**src/rtl/core/box_subtract_split_3d_defines.svh**
```systemverilog
// ---------------------------------------------------------------------------
// Box subtract split 3D: assertion macros
// Shared property wrappers for the checks in the block's top level.
// ---------------------------------------------------------------------------
`ifndef BOX_SUBTRACT_SPLIT_3D_DEFINES_SVH
`define BOX_SUBTRACT_SPLIT_3D_DEFINES_SVH

// Same-cycle implication, checked outside reset
`define BSS3_ASSERT_NOW(label, clk, rst_n, ante, cons, msg) \
    label: assert property (@(posedge clk) disable iff (!(rst_n)) (ante) |-> (cons)) \
        else $error(msg);

// Next-cycle implication, checked outside reset
`define BSS3_ASSERT_NEXT(label, clk, rst_n, ante, cons, msg) \
    label: assert property (@(posedge clk) disable iff (!(rst_n)) (ante) |=> (cons)) \
        else $error(msg);

`endif

```
**src/rtl/core/bss3_pkg.sv**
```systemverilog
// ---------------------------------------------------------------------------
// Box subtract split 3D: package
// Coordinate, box, side and status types shared by the split datapath.
// ---------------------------------------------------------------------------
package bss3_pkg;

    localparam int COORD_BITS  = 16;
    localparam int NUM_SIDES   = 6;
    localparam int IN_DATA_W   = 12 * COORD_BITS;
    localparam int OUT_DATA_W  = 6 * COORD_BITS;

    typedef logic [COORD_BITS-1:0] t_coord;
    typedef logic [2:0]            t_side;
    typedef logic [1:0]            t_status;
    typedef logic [NUM_SIDES-1:0]  t_mask;

    // Side codes, also the slot index of each piece
    localparam t_side SIDE_ABOVE  = 3'd0;
    localparam t_side SIDE_BELOW  = 3'd1;
    localparam t_side SIDE_HIGH_Y = 3'd2;
    localparam t_side SIDE_LOW_Y  = 3'd3;
    localparam t_side SIDE_HIGH_X = 3'd4;
    localparam t_side SIDE_LOW_X  = 3'd5;

    localparam t_status STAT_OK      = 2'd0;
    localparam t_status STAT_COVERED = 2'd1;
    localparam t_status STAT_NO_OVL  = 2'd2;

    // First member is most significant: high x ends up in the lowest bits
    typedef struct packed {
        t_coord lz;
        t_coord ly;
        t_coord lx;
        t_coord hz;
        t_coord hy;
        t_coord hx;
    } t_box;

    // Input item: box in the low half, cutter in the high half
    typedef struct packed {
        t_box cut;
        t_box box;
    } t_pair;

    // Result user field: side lowest, status above it
    typedef struct packed {
        t_status status;
        t_side   side;
    } t_user;

    // Split result handed from the datapath to the emitter
    typedef struct packed {
        t_mask                 mask;
        t_status               status;
        t_box [NUM_SIDES-1:0]  piece;
    } t_split;

    function automatic t_box mk_box(t_coord hx, t_coord hy, t_coord hz,
                                    t_coord lx, t_coord ly, t_coord lz);
        t_box b;
        b.hx = hx;
        b.hy = hy;
        b.hz = hz;
        b.lx = lx;
        b.ly = ly;
        b.lz = lz;
        return b;
    endfunction

endpackage

```
**src/rtl/core/bss3_calc.sv**
```systemverilog
// ---------------------------------------------------------------------------
// Box subtract split 3D: split datapath
// Orders both boxes, tests overlap, clamps the cutter and forms all six
// candidate pieces with a mask of the ones that are non-empty.
// ---------------------------------------------------------------------------
module bss3_calc (
    input  bss3_pkg::t_pair  i_pair,
    output bss3_pkg::t_split o_split
);
    import bss3_pkg::*;

    always_comb begin
        t_coord bh [3];
        t_coord bl [3];
        t_coord ch [3];
        t_coord cl [3];
        t_coord sh [3];
        t_coord sl [3];
        t_coord raw_bh [3];
        t_coord raw_bl [3];
        t_coord raw_ch [3];
        t_coord raw_cl [3];
        logic   overlap;
        t_mask  cond;

        raw_bh[0] = i_pair.box.hx; raw_bh[1] = i_pair.box.hy; raw_bh[2] = i_pair.box.hz;
        raw_bl[0] = i_pair.box.lx; raw_bl[1] = i_pair.box.ly; raw_bl[2] = i_pair.box.lz;
        raw_ch[0] = i_pair.cut.hx; raw_ch[1] = i_pair.cut.hy; raw_ch[2] = i_pair.cut.hz;
        raw_cl[0] = i_pair.cut.lx; raw_cl[1] = i_pair.cut.ly; raw_cl[2] = i_pair.cut.lz;

        // Swap corners given the wrong way round, then clamp cutter to box
        overlap = 1'b1;
        for (int a = 0; a < 3; a++) begin
            bh[a] = (raw_bh[a] < raw_bl[a]) ? raw_bl[a] : raw_bh[a];
            bl[a] = (raw_bh[a] < raw_bl[a]) ? raw_bh[a] : raw_bl[a];
            ch[a] = (raw_ch[a] < raw_cl[a]) ? raw_cl[a] : raw_ch[a];
            cl[a] = (raw_ch[a] < raw_cl[a]) ? raw_ch[a] : raw_cl[a];
            if (bh[a] < cl[a] || bl[a] > ch[a]) begin
                overlap = 1'b0;
            end
            sh[a] = (ch[a] < bh[a]) ? ch[a] : bh[a];
            sl[a] = (cl[a] > bl[a]) ? cl[a] : bl[a];
        end

        // Non-empty pieces, one bit per side code
        cond[SIDE_ABOVE]  = bh[2] > sh[2];
        cond[SIDE_BELOW]  = bl[2] < sl[2];
        cond[SIDE_HIGH_Y] = bh[1] > sh[1];
        cond[SIDE_LOW_Y]  = bl[1] < sl[1];
        cond[SIDE_HIGH_X] = bh[0] > sh[0];
        cond[SIDE_LOW_X]  = bl[0] < sl[0];

        // Candidate pieces; the +1 and -1 cannot wrap where the bit is set
        o_split.piece[SIDE_ABOVE]  = mk_box(bh[0], bh[1], bh[2],
                                            bl[0], bl[1], sh[2] + t_coord'(1));
        o_split.piece[SIDE_BELOW]  = mk_box(bh[0], bh[1], sl[2] - t_coord'(1),
                                            bl[0], bl[1], bl[2]);
        o_split.piece[SIDE_HIGH_Y] = mk_box(bh[0], bh[1], sh[2],
                                            bl[0], sh[1] + t_coord'(1), sl[2]);
        o_split.piece[SIDE_LOW_Y]  = mk_box(bh[0], sl[1] - t_coord'(1), sh[2],
                                            bl[0], bl[1], sl[2]);
        o_split.piece[SIDE_HIGH_X] = mk_box(bh[0], sh[1], sh[2],
                                            sh[0] + t_coord'(1), sl[1], sl[2]);
        o_split.piece[SIDE_LOW_X]  = mk_box(sl[0] - t_coord'(1), sh[1], sh[2],
                                            bl[0], sl[1], sl[2]);
        o_split.mask   = cond;
        o_split.status = STAT_OK;

        // Disjoint boxes: emit the ordered box alone in the first slot
        if (!overlap) begin
            o_split.mask   = t_mask'(1);
            o_split.status = STAT_NO_OVL;
            o_split.piece[SIDE_ABOVE] = mk_box(bh[0], bh[1], bh[2], bl[0], bl[1], bl[2]);
        end else if (cond == '0) begin
            // Cutter swallows the whole box: one empty result
            o_split.mask   = t_mask'(1);
            o_split.status = STAT_COVERED;
            o_split.piece[SIDE_ABOVE] = '0;
        end
    end

endmodule

```
**src/rtl/core/bss3_emit.sv**
```systemverilog
// ---------------------------------------------------------------------------
// Box subtract split 3D: piece emitter
// Holds one item's pieces in a bank and sends the pending ones, lowest
// side code first, through an output register, one per cycle unless stalled.
// ---------------------------------------------------------------------------
module bss3_emit (
    input  logic                                  i_clk,
    input  logic                                  i_rst_n,
    input  logic                                  i_load_valid,
    input  bss3_pkg::t_split                      i_split,
    output logic                                  o_bank_free,
    output logic                                  m_axis_tvalid,
    input  logic                                  m_axis_tready,
    // piece_high_x, piece_high_y, piece_high_z, piece_low_x, piece_low_y,
    // piece_low_z (lowest bits first)
    output logic [bss3_pkg::OUT_DATA_W-1:0]       m_axis_tdata,
    // side, status (lowest bits first)
    output bss3_pkg::t_user                       m_axis_tuser,
    output logic                                  m_axis_tlast
);
    import bss3_pkg::*;

    t_mask                 r_mask;
    t_mask                 n_mask;
    t_status               r_status;
    t_box [NUM_SIDES-1:0]  r_piece;
    logic                  r_out_valid;
    t_box                  r_out_box;
    t_user                 r_out_user;
    logic                  r_out_last;

    logic  out_adv;
    logic  pick_valid;
    t_side pick_idx;
    t_mask rest;
    logic  bank_load;

    // Pick the lowest pending slot
    always_comb begin
        pick_idx = SIDE_ABOVE;
        for (int i = NUM_SIDES - 1; i >= 0; i--) begin
            if (r_mask[i]) begin
                pick_idx = t_side'(i);
            end
        end
    end

    assign pick_valid  = r_mask != '0;
    assign out_adv     = !r_out_valid || m_axis_tready;
    assign rest        = r_mask & ~(t_mask'(1) << pick_idx);
    assign o_bank_free = !pick_valid || (out_adv && rest == '0);
    assign bank_load   = i_load_valid && o_bank_free;

    // Clear the slot being sent, or refill with the next item
    always_comb begin
        n_mask = r_mask;
        if (out_adv && pick_valid) begin
            n_mask = rest;
        end
        if (bank_load) begin
            n_mask = i_split.mask;
        end
    end

    // Hold bank control and output valid
    always_ff @(posedge i_clk) begin
        if (!i_rst_n) begin
            r_mask      <= '0;
            r_out_valid <= 1'b0;
        end else begin
            r_mask <= n_mask;
            if (out_adv) begin
                r_out_valid <= pick_valid;
            end
        end
    end

    // Bank and output payload
    always_ff @(posedge i_clk) begin
        if (bank_load) begin
            r_piece  <= i_split.piece;
            r_status <= i_split.status;
        end
        if (out_adv && pick_valid) begin
            r_out_box         <= r_piece[pick_idx];
            r_out_user.side   <= pick_idx;
            r_out_user.status <= r_status;
            r_out_last        <= rest == '0;
        end
    end

    assign m_axis_tvalid = r_out_valid;
    assign m_axis_tdata  = r_out_box;
    assign m_axis_tuser  = r_out_user;
    assign m_axis_tlast  = r_out_last;

endmodule

```
**src/rtl/core/box_subtract_split_3d.sv**
```systemverilog
// ---------------------------------------------------------------------------
// Box subtract split 3D
// Splits a box by a cutting box into the disjoint pieces of box minus cutter.
// ---------------------------------------------------------------------------
// Usage:
//   s_axis carries one box pair per item: the box corners in tdata bits
//   [95:0] and the cutter corners in [191:96]. m_axis returns one result per
//   item: piece corners in tdata, side and status in tuser, and tlast on the
//   final result of each input item.
//   Pieces come out above, below, higher y, lower y, higher x, lower x,
//   skipping empty ones. Disjoint boxes give one result holding the ordered
//   box with no-overlap status; a fully covered box gives one zeroed result
//   with covered status.
//   The first result of an item passes through the input register, the
//   piece bank and the output register before it is valid.
//   Throughput: one result per cycle while m_axis_tready is high, so an
//   item holds the piece bank until its 1 to 6 results have all left it;
//   the emitter's single output port sets that rate. The next item is
//   taken while the last result of the previous one is being sent.
//   Reset empties all three stages. A stalled receiver holds the output
//   register; the bank and input register fill and s_axis_tready drops.
// ---------------------------------------------------------------------------
`include "box_subtract_split_3d_defines.svh"

module box_subtract_split_3d (
    input  logic                                  i_clk,
    input  logic                                  i_rst_n,
    input  logic                                  s_axis_tvalid,
    output logic                                  s_axis_tready,
    // box_high_x, box_high_y, box_high_z, box_low_x, box_low_y, box_low_z,
    // cut_high_x, cut_high_y, cut_high_z, cut_low_x, cut_low_y, cut_low_z
    // (lowest bits first)
    input  logic [bss3_pkg::IN_DATA_W-1:0]        s_axis_tdata,
    output logic                                  m_axis_tvalid,
    input  logic                                  m_axis_tready,
    // piece_high_x, piece_high_y, piece_high_z, piece_low_x, piece_low_y,
    // piece_low_z (lowest bits first)
    output logic [bss3_pkg::OUT_DATA_W-1:0]       m_axis_tdata,
    // side (3 bits), status (2 bits) (lowest bits first)
    output logic [4:0]                            m_axis_tuser,
    output logic                                  m_axis_tlast
);
    import bss3_pkg::*;

    logic   r_in_valid;
    t_pair  r_in_pair;
    t_split split;
    logic   bank_free;
    t_user  out_user;

    assign s_axis_tready = !r_in_valid || bank_free;

    // Input register: advance when empty or when the bank takes the held item
    always_ff @(posedge i_clk) begin
        if (!i_rst_n) begin
            r_in_valid <= 1'b0;
        end else if (s_axis_tready) begin
            r_in_valid <= s_axis_tvalid;
        end
    end

    always_ff @(posedge i_clk) begin
        if (s_axis_tready && s_axis_tvalid) begin
            r_in_pair <= t_pair'(s_axis_tdata);
        end
    end

    bss3_calc u_calc (
        .i_pair  (r_in_pair),
        .o_split (split)
    );

    bss3_emit u_emit (
        .i_clk         (i_clk),
        .i_rst_n       (i_rst_n),
        .i_load_valid  (r_in_valid),
        .i_split       (split),
        .o_bank_free   (bank_free),
        .m_axis_tvalid (m_axis_tvalid),
        .m_axis_tready (m_axis_tready),
        .m_axis_tdata  (m_axis_tdata),
        .m_axis_tuser  (out_user),
        .m_axis_tlast  (m_axis_tlast)
    );

    assign m_axis_tuser = out_user;

    // Special results stand alone
    `BSS3_ASSERT_NOW(a_special_is_last, i_clk, i_rst_n,
        m_axis_tvalid && out_user.status != STAT_OK, m_axis_tlast,
        "no-overlap or covered result not marked last")
    // Pieces still pending in the bank follow without a gap
    `BSS3_ASSERT_NEXT(a_pieces_continue, i_clk, i_rst_n,
        m_axis_tvalid && m_axis_tready && !m_axis_tlast, m_axis_tvalid,
        "gap inside one item's pieces")
    // Back-pressure only when an item is held
    `BSS3_ASSERT_NOW(a_stall_has_item, i_clk, i_rst_n,
        !s_axis_tready, r_in_valid,
        "input stalled with empty input register")

endmodule
```
**config.mk**
```make
export PLATFORM = sky130hd
export DESIGN_NAME = box_subtract_split_3d
export DESIGN_NICKNAME = d
export VERILOG_FILES = /design/src/rtl/core/bss3_pkg.sv /design/src/rtl/core/bss3_calc.sv /design/src/rtl/core/bss3_emit.sv /design/src/rtl/core/box_subtract_split_3d.sv
export VERILOG_INCLUDE_DIRS = /design/src /design/src/rtl/core
export SDC_FILE = /design/constraint.sdc
export NUM_CORES = 1
export LEC_CHECK = 0
export BUFFER_PORTS_ARGS = -buffer_cell sky130_fd_sc_hd__buf_2
export CAP_MARGIN = 5
export CORE_UTILIZATION = 40
export DETAILED_ROUTE_END_ITERATION = 16
export SLEW_MARGIN = 20
export SYNTH_ARGS = -nofsm -noshare
export SYNTH_HDL_FRONTEND = slang
export SYNTH_SLANG_ARGS = --single-unit
```
**constraint.sdc**
```tcl
create_clock -name i_clk -period 21.2 [get_ports i_clk]
set_input_delay 3.18 -clock i_clk [delete_from_list [all_inputs] [get_ports i_clk]]
set_output_delay 3.18 -clock i_clk [all_outputs]
set_load 0.1 [all_outputs]
```
-- Yosys cells after proc, flatten, opt, wreduce, memory -nomap -nowiden
Cells that the tools add are included.
- register bits: 624
- bits of input ports: 196
- output and inout port bits: 104
- word-level logic and storage cells: 131
- $add $sub $neg: 6
- magnitude comparators: 25
- shift operators: 1
- mux-type cells: 35
- bitwise operators: 2
- reduce and logical (&&, ||, !) cells: 17
- operators with widths (kind ; number):
    96-bit binary-select mux with 3-bit select ; 1
    16-bit two-way mux ; 18
    96-bit two-way mux ; 3
    16-bit less-than comparator ; 15
    16-bit > comparator ; 9
    16-bit by 1-bit adder with 16-bit output, second input constant ; 3
    16-bit by 1-bit subtractor with 16-bit output, second input constant ; 3
    3-bit two-way mux ; 6
    8-bit two-way mux ; 2
    6-bit logical NOT ; 2
    6-bit two-way mux ; 2
    6-bit bitwise AND ; 1
    1-bit logical OR ; 6
    6-bit NOT ; 1
    6-bit nonzero test ; 1
    1-bit by 3-bit << shifter with 6-bit output, first input constant ; 1
    1-bit logical AND ; 4
    3-bit by 4-bit less-than comparator with 1-bit output, second input constant ; 1
    1-bit logical NOT ; 3
    1-bit two-way mux ; 3
    2-bit nonzero test ; 1

-- Depth between registers and ports, before layout
Gate-level depths: netlist of the first run.
- depth after elaboration: 14
- mapped depth: 40
- depth with buffers taken out: 33

-- By module
A second synthesis of the first run with hierarchy kept.
- cells, all modules: 3999
- area, all modules: 48031.1 um^2
- by module, submodules not included (module ; times used ; cells each ; area each (um^2) ; sequential area each (um^2)):
    bss3_emit ; 1 ; 1222 ; 24359.6 ; 20559.7
    bss3_calc ; 1 ; 2580 ; 17848.4 ; 0.0
    box_subtract_split_3d ; 1 ; 197 ; 5823.1 ; 5785.5

-- Worst setup path before layout of the first run
Ideal clock, no wire load.
- path type: input to register
- start: input port m_axis_tready
- end: register u_emit.r_mask[1]
- setup time: 76 ps
- arrival: 19128 ps
- data required time: 21124 ps
- setup slack: 1996 ps
- stages: 6
- buffers on the path: 0
- path through: nand2b_1 a21oi_1 nor2b_1 and2_1 nand2_1 a21boi_0
- longest elaborated chain between the ends: 5
- elaborated cells on any way between the ends: 7
- those cells by class: mux (1); reduce/logical (6)
- RTL lines (element ; line ; source):
    start: declaration ; box_subtract_split_3d.sv:35 ; input logic m_axis_tready,
    1-bit logical OR (*) ; bss3_emit.sv:49 ; assign out_adv = !r_out_valid || m_axis_tready;
    1-bit logical AND (*) ; bss3_emit.sv:51 ; assign o_bank_free = !pick_valid || (out_adv && rest == '0);
    1-bit logical OR (*) ; bss3_emit.sv:51 ;
    1-bit logical AND (*) ; bss3_emit.sv:52 ; assign bank_load = i_load_valid && o_bank_free;
    net u_emit.bank_load ; bss3_emit.sv:36 ; logic bank_load;
    6-bit two-way mux / 2-bit nonzero test (equally long branches) ; -- ;
    end signal: assignment ; bss3_emit.sv:71 ; r_mask <= n_mask;
    end: declaration ; bss3_emit.sv:23 ; t_mask r_mask;
Mark *: on every way through the listed nets, which the timed path passes. The rest lies on a longest branch.
A chain may end at the register's enable or synchronous reset.

==> results of run 1 <==
state kept, by name, summed over array words and instances (netlist names):
name                  count
u_emit.r_mask             6
u_emit.m_axis_tvalid      1
u_emit.m_axis_tlast       1
u_emit.r_piece          320
r_in_valid                1
r_in_pair               192
u_emit.m_axis_tdata      96
u_emit.m_axis_tuser       5
u_emit.r_status           2
cell usage after synthesis, drive strengths merged, types with 10 or more instances:
cell | instances | area share
a211oi | 20 | 0.0041
a21boi | 12 | 0.0024
a21o | 101 | 0.021
a21oi | 261 | 0.036
a221oi | 44 | 0.010
a31oi | 34 | 0.0058
and3 | 10 | 0.0017
and4 | 14 | 0.0033
buf | 34 | 0.0056
clkbuf | 69 | 0.0070
edfxtp | 616 | 0.50
ha | 358 | 0.12
inv | 375 | 0.038
mux2 | 18 | 0.0055
mux2i | 167 | 0.046
nand2 | 268 | 0.028
nand2b | 19 | 0.0032
nand3 | 45 | 0.0061
nand4 | 71 | 0.012
nor2 | 331 | 0.034
nor2b | 17 | 0.0029
nor3 | 43 | 0.0060
nor4 | 22 | 0.0052
o211ai | 16 | 0.0033
o21a | 29 | 0.0059
o21ai | 158 | 0.022
o22ai | 10 | 0.0017
o31ai | 19 | 0.0044
or3 | 10 | 0.0017
xnor2 | 79 | 0.019
power by group:
group | switching (mW) | leakage, nW | internal [mW]
Clock | 0.524 | 1.11 | 0.699
Sequential | 0.0379 | 5.90 | 1.50
Combinational | 0.762 | 10.8 | 0.388
area by class of cell:
type / instances / area, µm² / share of cell area
diodes: 2 / 5.00 / 0.000119
clock buffers: 90 / 1920 / 0.0456
clock inverters: 41 / 373 / 0.00885
inverters: 377 / 1420 / 0.0336
multi-input cells: 2298 / 16400 / 0.389
flip-flops and latches: 624 / 18700 / 0.443
well taps: 1176 / 1470 / 0.0349
repair buffers: 349 / 1880 / 0.0447
how the worst max path moves through the flow:
stage,startpoint,endpoint,cells past startpoint
2_1_floorplan,m_axis_tready,u_emit.r_mask[1]$_SDFFE_PN0P_,6
4_1_cts,r_in_pair[47]$_DFFE_PP_,u_emit.r_piece[13]$_DFFE_PP_,30
3_3_place_gp,r_in_pair[47]$_DFFE_PP_,u_emit.r_piece[61]$_DFFE_PP_,30
5_1_grt,r_in_pair[30]$_DFFE_PP_,u_emit.r_piece[67]$_DFFE_PP_,30
3_5_place_dp,r_in_pair[30]$_DFFE_PP_,u_emit.r_piece[13]$_DFFE_PP_,29
6_report,r_in_pair[30]$_DFFE_PP_,u_emit.r_piece[67]$_DFFE_PP_,29
per-layer routing:
metal,wire [µm],up-vias,share of wire
met2,51700,995,0.46
met4,2830,0,0.025
li1,-,13200,-
met5,0,-,0
met1,51800,13200,0.46
met3,7160,158,0.063
placed cells by master, fill, tap and decap left out, drive strengths merged, types with 45 or more instances in the layout:
| cell type | count |
|---|---|
| clkbuf | 90 |
| a21oi | 261 |
| mux2i | 167 |
| nor2 | 331 |
| nand4 | 71 |
| a21o | 101 |
| buf | 349 |
| edfxtp | 616 |
| xnor2 | 79 |
| inv | 379 |
| nand3 | 45 |
| o21ai | 158 |
| nand2 | 268 |
| ha | 358 |
kinds of logic (layout without fill, tap and decap cells):
| group | Yosys count | count (layout) |
|---|---|---|
| other | 0 | 2 |
| XOR/XNOR | 87 | 87 |
| buffers and inverters | 480 | 857 |
| flip-flops | 624 | 624 |
| AND/OR/NAND/NOR | 878 | 878 |
| multiplexers | 185 | 185 |
| AO/OA/AOI/OAI | 784 | 784 |
| adder cells (fa/ha/maj) | 364 | 364 |
stage by stage:
step	hold slack, ns	area, µm²	worst slack [ns]
6_report	0.423	42100	10.72
4_1_cts	0.423	42100	10.84
3_5_place_dp	0.409	39800	10.94
5_1_grt	0.435	42100	10.26
2_1_floorplan	0.400	36800	2.00
3_3_place_gp	0.411	39800	10.93
==> out/metrics.cfg, run 1 <==
[global_routing]
met2_usage = 0.381
overflow = 0
grtUsageMet3 = 0.0338
use_met1 = 0.343
grt_max_degree = 170
busiest_layer = met2
grt_antenna_before_repair = 6
grt_pass1_vias = 26300
grt_pass1_wl_mm = 167
grt_usage = 0.240

[synth]
synth_compound_area_frac = 0.136
ys.flop_type = edfxtp_1
synthArstFlopShare = 0
synthSimpleGateAreaFrac = 0.110
synth_cell_types = 86
ys_seq_area_frac = 0.507
synth_top_family_by_area = compound AO/OA/AOI/OAI gates
synthesis.nets = 3956
synth_xor_area_frac = 0.0207
yosys_warnings = 0
synthCells = 3402
ys_ff_latch = 624
synth_fa_ha_area_frac = 0.123
syn_area_mm2 = 0.0368
syn_area_per_cell_um2 = 10.8
synth.area.mux_share = 0.0513
synth_edf_count = 616

[setup_path]
r2r_cells = 29
crit_fanout = 67
cpMaxStageDelayCell = buf_4
cpPeakStageDelay_ns = 0.76
path_class = reg2reg
start_kind = register
worstPathArrival_ns = 10.82
end_kind = register
critPathTopFamily = compound AO/OA/AOI/OAI gates
r2r_start = r_in_pair[30]$_DFFE_PP_
reg2reg_to = u_emit.r_piece[67]$_DFFE_PP_
r2r_slack_ns = 10.72
critPathBufInv = 4
crit_required_ns = 21.54

[floorplanning]
coreArea_mm2 = 0.0906
die_h_um = 305
start_util = 0.406
ioPinCount = 300
die_w_um = 305
die_area_mm2 = 0.0932
num_rows = 110

[cells_and_area]
drive_gt1_frac = 0.140
areaGrowthSynthToFinish_pct = 14.5
n_fill_cell = 8451
utilization = 0.465
layout.nets = 4277
finalNonFillerCells = 4957

[hold_path]
hold_path_end = u_emit.m_axis_tuser[4]$_DFFE_PP_
hp-start = u_emit.r_status[1]$_SDFFCE_PN1P_
hold_depth = 0
min_path_type = reg2reg

[clocking]
cts.clk_slew.worst_paths_ns = 0.05
clockRootBuffer = clkbuf_16
cts_buffers = 73
clkSinkCount = 624
cts_hold_buf = 0
clkLatencyLatePin_ns = 0.64
postCtsSetupBuffers = 0
tritoncts = done
htreeDepth = 3
cts_max_path_buffers = 3
cts_resized = 0

[timing]
slew_viol_final = 0
clock_skew_ns = 0.0232
tightest_slew_ns = 1.07
period_needed_ns = 10.48
rsz0062_at_grt = no
period_share = 0.494
fmax_ghz = 0.0954
setup_viol = 0
hold_violations = 0
slew_headroom = 0.281
tns_ns = 0

[routing]
finalWirelength_mm = 113
postRouteAntennaNets = 0
drtIter0Drc = 2671
wire_per_inst_um = 22.9
drc = 0
viasPerCell = 5.55
vias = 27500
first_pass_iters = 6

[pwr]
power_mw = 3.91
p_leak_nw = 17.8
peakVddDrop_mv = 0.0640
powerDensity_mw_per_mm2 = 92.8

[placement]
port_buffers = 299
dpl.cell_count = 4824
dp_hpwl_mm = 87.0
place_congestion = 0.972

[job]
maxCapViolCount = 0

[outcome]
status = complete, no violations

No activity file was read; power rests on OpenSTA's default activity.
==> run 2, diff against run 1 <==
--- a/config.mk
+++ b/config.mk
@@ -6,6 +6,7 @@
 export SDC_FILE = /design/constraint.sdc
 export NUM_CORES = 1
 export LEC_CHECK = 0
+export ABC_AREA = 1
 export BUFFER_PORTS_ARGS = -buffer_cell sky130_fd_sc_hd__buf_2
 export CAP_MARGIN = 5
 export CORE_UTILIZATION = 40
==> constraint.sdc (replaced) <==
create_clock -name i_clk -period 9.3 [get_ports i_clk]
set_input_delay 1.395 -clock i_clk [delete_from_list [all_inputs] [get_ports i_clk]]
set_output_delay 1.395 -clock i_clk [all_outputs]
set_load 0.1 [all_outputs]
==> out/metrics.cfg, run 2 <==
[outcome]
status = complete, no violations

[synth]
yosys.area.top_type_share = 0.511  ; +0.00770
yosys.area.top_type = edfxtp_1
synthTopCellsByArea = edfxtp_1 51%, ha_1 12%, nand2_1 8.0%
synthArstFlopShare = 0  ; unchanged
syn_area_per_cell_um2 = 9.56  ; -12%
yosys-top-cells-count = 769 x nand2_1, 616 x edfxtp_1, 557 x inv_1, 365 x o21ai_0, 358 x ha_1
synthCells = 3790  ; +11%
syn_area_mm2 = 0.0362  ; -1.5%
ys.flop_type = edfxtp_1
ys_seq_area_frac = 0.515  ; +0.00776
synth_edf_count = 616  ; unchanged
yosys_warnings = 0  ; unchanged
ys_ff_latch = 624  ; unchanged
synth_most_common_cell = nand2_1
synth_cell_types = 57  ; -34%
synthesis.nets = 4344  ; +9.8%

[timing]
clock_skew_ns = 0.0244  ; +0.00117 ns
period_share = 0.867  ; +0.372
setup_viol = 0  ; unchanged
setup_slack_ns = 1.24  ; -9.48 ns
hold_violations = 0  ; unchanged
slew_viol_final = 0  ; unchanged
fmax_ghz = 0.124  ; +30%
rsz0062_at_grt = no
tightest_slew_ns = 1.10  ; +0.0329 ns
slew_headroom = 0.258  ; -0.0231
period_needed_ns = 8.06  ; -2.42 ns
tns_ns = 0  ; unchanged

[routing]
first_pass_iters = 5  ; -1
wl_met1_mm = 47.9  ; -7.4%
drtIter0Drc = 2356  ; -12%
drc = 0  ; unchanged
viasPerCell = 5.20  ; -6.4%
met2_length_mm = 47.6  ; -8.0%
vias = 27700  ; +0.49%
top_layer = met4
wl_met3_mm = 6.43  ; -10%
postRouteAntennaNets = 0  ; unchanged
wire_per_inst_um = 19.6  ; -15%
finalWirelength_mm = 104  ; -8.3%

[cells_and_area]
layout_commonest_cell = nand2_1
top_register = u_emit.r_piece
most-common-layout-cells = 767 x nand2_1, 616 x edfxtp_1, 553 x inv_1
layout.nets = 4642  ; +8.5%
drive_gt1_frac = 0.129  ; -0.0106
largest_register_ffs = 320  ; unchanged
areaGrowthSynthToFinish_pct = 14.8

[clocking]
htreeDepth = 3  ; unchanged
clkLatencyLatePin_ns = 0.64  ; about the same
cts_resized = 0  ; unchanged
tritoncts = done
clockRootBuffer = clkbuf_16
cts_hold_buf = 0  ; unchanged
cts.clk_slew.worst_paths_ns = 0.06  ; about the same
cts_buffers = 75  ; +2.7%
postCtsSetupBuffers = 0  ; unchanged
clkSinkCount = 624  ; unchanged
cts_max_path_buffers = 3  ; unchanged

[floorplanning]
die_area_mm2 = 0.0918  ; -1.5%
die_w_um = 303  ; -0.75%
num_rows = 110  ; unchanged
die_h_um = 303  ; -0.75%
coreArea_mm2 = 0.0899  ; -0.76%
ioPinCount = 300  ; unchanged
start_util = 0.403  ; -0.00306

[placement]
dp_hpwl_mm = 79.5  ; -8.6%
place_congestion = 0.968  ; -0.42%
dp_slack_ns = 1.24  ; -9.70 ns
port_buffers = 299  ; unchanged

[setup_path]
crit_fanout = 81  ; +21%
cpMaxStageDelayCell = nand2_2
end_kind = register
crit_required_ns = 9.65  ; -11.89 ns
path_common_cell = nand2_1
cpPeakStageDelay_ns = 0.73  ; -0.03 ns
start_kind = register
worstPathArrival_ns = 8.41  ; -2.41 ns
path_class = reg2reg

[global_routing]
grt_antenna_before_repair = 8  ; +2
overflow = 0  ; unchanged
grt_pass1_wl_mm = 155  ; -7.5%
grt_pass1_vias = 25800  ; -2.0%
grt_max_degree = 152  ; -11%
grt_usage = 0.225  ; -0.0153

[hold_path]
min_path_type = reg2reg

[job]
maxCapViolCount = 0  ; unchanged

-- run 2: final cells by class --
| cell class | count | area (µm²) |
|---|---|---|
| inverter | 563 | 2130 |
| multi-input combinational | 2484 | 14900 |
| clock buffer | 83 | 1970 |
| clock inverter | 50 | 566 |
| sequential | 624 | 18700 |
| fill | 8498 | 48300 |
| timing repair buffer | 340 | 1840 |
| tap | 1176 | 1470 |
| antenna | 2 | 5.00 |
-- run 2: critical path: cells and delay by family (launching register included) --
kind | cells | cell delay (ns)
buffers and inverters | 5 | 0.93
DFF | 1 | 0.41
adders and majority gates | 3 | 1.05
and+or+nand+nor | 16 | 2.71
AOI/OAI and AO/OA | 8 | 2.59
-- run 2: final timing paths --
check	depth (start not counted)	end	slack, ns	from
hold reg to reg	0	u_emit.m_axis_tuser[3]$_DFFE_PP_	0.42	u_emit.r_status[0]$_SDFFCE_PN0P_
hold / removal	0	u_emit.m_axis_tuser[3]$_DFFE_PP_	0.42	u_emit.r_status[0]$_SDFFCE_PN0P_
setup reg to reg	32	u_emit.r_piece[60]$_DFFE_PP_	1.24	r_in_pair[145]$_DFFE_PP_
setup / recovery	32	u_emit.r_piece[60]$_DFFE_PP_	1.24	r_in_pair[145]$_DFFE_PP_
-- run 2: kinds of logic after synthesis --
kind of cell | Yosys count | synth area share
AND/OR/NAND/NOR | 1261 | 0.144
AO/OA/AOI/OAI | 794 | 0.126
buffers and inverters | 682 | 0.0734
flip-flops | 624 | 0.515
adder cells (fa/ha/maj) | 358 | 0.124
XOR/XNOR | 71 | 0.0172
-- run 2: routing by layer --
layer  vias up  GRT usage
met5         -          0
met4         0     0.0555
met3       119     0.0306
met2       794      0.360
met1     13100      0.321
li1      13700          -
-- run 2: per-stage QoR --
| stage | util | hold WS, ns | instances | cell area [µm²] |
|---|---|---|---|---|
| 3_3_place_gp | 0.434 | 0.405 | 5186 | 39000 |
| 3_5_place_dp | 0.434 | 0.405 | 5186 | 39000 |
| 5_1_grt | 0.463 | 0.434 | 5320 | 41600 |
| 6_report | 0.463 | 0.417 | 5322 | 41600 |
| 4_1_cts | 0.462 | 0.414 | 5319 | 41600 |
| 2_1_floorplan | - | 0.400 | 3790 | 36200 |
Power of run 2 is not shown: default switching activity piles up to over one toggle a cycle in this logic, so the estimate is an artifact.
